File: src/rtl/scatd_pkg.sv
`default_nettype none
package scatd_pkg;

    localparam int WAYS_LOG2 = 3;
    localparam int NUM_WAYS  = 1 << WAYS_LOG2;
    localparam int SET_BITS  = 7;
    localparam int NUM_SETS  = 1 << SET_BITS;
    localparam int LINE_BITS = 6;
    localparam int ADDR_BITS = 27;
    localparam int TAG_BITS  = ADDR_BITS - SET_BITS - LINE_BITS;
    localparam int FILL_BITS = ADDR_BITS - LINE_BITS;
    localparam int LFSR_BITS = 16;

    localparam logic [LFSR_BITS-1:0] LFSR_TAPS  = 16'hB400;
    localparam logic [LFSR_BITS-1:0] SEED_RESET = 16'd44257;

    localparam logic OP_READ  = 1'b0;
    localparam logic OP_WRITE = 1'b1;

    typedef struct packed {
        logic                 opcode;
        logic [ADDR_BITS-1:0] address;
    } access_t;

    typedef struct packed {
        logic                 hit;
        logic [2:0]           way;
        logic                 fill_needed;
        logic [FILL_BITS-1:0] fill_line_address;
    } result_t;

    // One set: valid bits and tags of all ways, stored as one memory row.
    typedef struct packed {
        logic [NUM_WAYS-1:0]                valid;
        logic [NUM_WAYS-1:0][TAG_BITS-1:0]  tag;
    } row_t;

    typedef struct packed {
        logic                 hit;
        logic                 full;
        logic [WAYS_LOG2-1:0] hit_way;
        logic [WAYS_LOG2-1:0] free_way;
    } match_t;

    typedef enum logic {
        ST_IDLE,
        ST_LOOKUP
    } state_t;

    // Galois step, shift right.
    function automatic logic [LFSR_BITS-1:0] lfsr_next(input logic [LFSR_BITS-1:0] v);
        logic [LFSR_BITS-1:0] s;
        s = v >> 1;
        if (v[0])
        begin
            s = s ^ LFSR_TAPS;
        end
        return s;
    endfunction

endpackage
`default_nettype wire

File: src/rtl/scatd_match.sv
`default_nettype none
module scatd_match (
    input  scatd_pkg::row_t                     row,
    input  wire  [scatd_pkg::TAG_BITS-1:0]      tag,
    output scatd_pkg::match_t                   match
);
    import scatd_pkg::*;

    always_comb
    begin
        match = '0;
        match.full = 1'b1;
        for (int w = 0; w < NUM_WAYS; w++)
        begin
            if (row.valid[w])
            begin
                // lowest matching way wins
                if (!match.hit && row.tag[w] == tag)
                begin
                    match.hit     = 1'b1;
                    match.hit_way = w[WAYS_LOG2-1:0];
                end
            end
            else
            begin
                // highest invalid way wins
                match.full     = 1'b0;
                match.free_way = w[WAYS_LOG2-1:0];
            end
        end
    end

endmodule
`default_nettype wire

File: config.mk
export PLATFORM = sky130hd
export DESIGN_NAME = scatd_match
export DESIGN_NICKNAME = d
export VERILOG_FILES = /design/src/rtl/scatd_pkg.sv /design/src/rtl/scatd_match.sv
export SDC_FILE = /design/constraint.sdc
export NUM_CORES = 1
export LEC_CHECK = 0
export ABC_AREA = 1
export BUFFER_PORTS_ARGS = -buffer_cell sky130_fd_sc_hd__buf_2
export CORE_UTILIZATION = 41
export DETAILED_ROUTE_END_ITERATION = 12
export PLACE_DENSITY = 0.87
export SLEW_MARGIN = 30
export SYNTH_ARGS = -nofsm -noshare
export SYNTH_HDL_FRONTEND = slang
export SYNTH_SLANG_ARGS = --single-unit
File: constraint.sdc
create_clock -name vclk -period 2.05
set_clock_uncertainty 0.15 [all_clocks]
set_input_delay 0.41 -clock vclk [all_inputs]
set_output_delay 0.41 -clock vclk [all_outputs]
set_load 0.1 [all_outputs]
==> flow_summary_export.csv <==
group,metric,value,unit
status,outcome,"finished, violations left",
status,violations,"setup timing",
sta,rsz0062_at_grt,"true",
place,gp_congestion,1.002,
sta,worst_slack,-0.3024,ns
synthesis,synth-seq-area-share,0,%
grt,grt_pass1_vias,3072,
grt,antenna_found_initial,0,
synthesis,synth_top_area_cell,"nand2_1",
synthesis,synthDistinctLibCells,26,
synthesis,syn-cell-area,0.002026,mm^2
synthesis,yosysWarnings,0,
sta,tightest_slew,0.2313,ns
place,dp_hpwl,7563,um
critical_path,cp_top_family,"simple AND/OR/NAND/NOR gates",
die,die-area,0.005226,mm^2
critical_path,setup.worst_path.class,"input pin to output port",
route,routed_wirelength,9190,um
finish,post_route_cells_drive_above_1_share,41.85,%
route,wl_per_cell,13.64,um
critical_path,endpoint_kind,"output port",
finish,area_delta_synth_final,78.81,%
sta,maxSlewHeadroom,84.53,%
finish,design.seq.count,0,
place,portBuffers,142,
pwr,power_density,192.7,mW/mm^2
synthesis,synthTopCellsByArea,"nand2_1 34%, nor2_1 11%, xnor2_1 10%",
route,vias,3309,
pwr,fin_total_pwr,698.0,uW
die,start_util,42.89,%
sta,timing.hold.ws,1.111,ns
route,dr.pass1.iters,5,
pwr,p_leak,0.002112,uW
finish,fill_cells,386,
die,fp.dieH,72.29,um
die,rows,25,
sta,fin_crit_sh,114.7,%
grt,grt_pass1_wl,14110,um
finish,antenna_cells,0,
synthesis,synth_area_per_cell,4.700,um^2
synthesis,synth_nets,565,
sta,max_freq,0.4251,GHz
route,drc,0,
grt,grt_overflow,0,
critical_path,cp_cell_sequence,"buf_6 > buf_6 > xnor2_1 > nand3_1 > nor2_2 > nand2_1 > nand2_2 > nor2_4 > nand2_2 > nor2_4 > o21ai_2 > nand2_4 > buf_12",
finish,regArea,0,um^2
die,die_w,72.29,um
die,io-pin-count,142,
critical_path,crit_arrival,1.79,ns
route,ant_nets,0,
sta,slew_viol_final,0,
synthesis,synth_top_area_share,33.54,%
sta,hold_violations,0,
critical_path,critPathCapture,"match[4]",
route,via_per_inst,4.909,
finish,final_nets,743,
die,core,0.004723,mm^2
grt,grt_usage,34.79,%
route,drt_iter0_drc,159,
critical_path,required,1.49,ns
critical_path,crit_fanout,4,
sta,setup_viol,4,
min_path,holdCritPathClass,"input pin to output port",
finish,clkbuf_count,0,
grt,grt_max_degree,11,
critical_path,cp.buffers_inverters,3,
run,drv_cap,0,
critical_path,max_stage_delay,0.17,ns
critical_path,startpoint,"tag[4]",
sta,layout_min_cycle_time,2.352,ns
critical_path,path_depth,13,
cts,ctsHoldBuffers,0,
critical_path,slowest_stage,"buf_12",
finish,multi_input_comb_area,0.001827,mm^2
pwr,vdd_drop_max,0.0001355,V
critical_path,critPathLaunchType,"input pin",
synthesis,netlist_instances,431,
## cells by family (layout without fill, tap and decap cells)
logic type / after synthesis / after routing / synth area share (%)
and+or+nand+nor: 278 / 278 / 56.02
buffers and inverters: 79 / 255 / 17.79
AOI/OAI and AO/OA: 38 / 38 / 10.62
xor gates and xnor gates: 36 / 36 / 15.57
## timing repair
| action | 4_1_cts | 5_1_grt |
|---|---|---|
| pin swaps | 29 | 23 |
| setup endpoints to repair | 4 | 4 |
| setup buffers | 11 | 4 |
| resized for setup | 62 | 31 |
| gates cloned | 1 | 0 |
## through the flow
stage	instances	TNS [ns]	worst slack [ns]	utilization, %	area [um^2]
2_1_floorplan	431	-1.925	-1.111	-	2195
6_report	674	-1.121	-0.3024	76.69	3622
4_1_cts	670	-1.005	-0.3040	73.70	3481
3_5_place_dp	658	-1.555	-0.4273	67.28	3178
3_3_place_gp	658	-1.432	-0.3871	67.28	3178
5_1_grt	674	-1.492	-0.4108	76.69	3622
## synth_stat cells
cell	n
o21a_1	1
xor2_1	12
o21ai_1	3
or2_0	2
and2_0	1
and2_1	1
a41oi_1	1
o21ai_2	3
nand4_1	3
nor2_1	58
buf_4	11
nand2_2	9
inv_4	6
nand3_2	1
a21oi_1	5
nand3_1	15
nor2_4	2
nor3_1	1
inv_2	9
xnor2_1	24
o21ai_0	19
buf_6	1
inv_1	52
o22ai_1	6
nor2_2	4
nand2_1	181
## layout by cell type, fill, tap and decap left out, types with 14 or more instances in the layout
cell type    n
buf_12      14
buf_2      120
xnor2_1     21
nand2_1    171
buf_4       34
nand2_2     18
nor2_1      49
inv_1       50
buf_6       16
## layer usage
layer | track usage [%] | share of wire, % | vias to the layer above
li1 | - | - | 1651
met1 | 41.37 | 39 | 1457
met2 | 63.14 | 49 | 172
met3 | 4.028 | 7.2 | 29
met4 | 13.94 | 4.3 | 0
met5 | 0 | 0 | -
## how the worst min path moves through the flow
stage / startpoint / endpoint / slack, ns / depth (start not counted)
CTS: row[119] / match[0] / 1.11 / 4
floorplan: row[113] / match[6] / 0.89 / 2
global route: row[119] / match[0] / 1.13 / 4
detailed placement: row[119] / match[0] / 1.11 / 4
finish: row[119] / match[0] / 1.11 / 4
global placement: row[119] / match[0] / 1.11 / 4
## area by class of cell
class / instances / area share, %
inverters: 67 / 9.499
well taps: 67 / 2.314
multi-input cells: 352 / 50.43
repair inverters: 1 / 0.1727
repair buffers: 187 / 37.58
## power breakdown
group | internal, uW | leakage (uW) | switching (uW)
registers | 0 | 0 | 0
clock network | 0 | 0 | 0
logic | 335 | 0.00211 | 363
(Power assumes the default switching activity.)
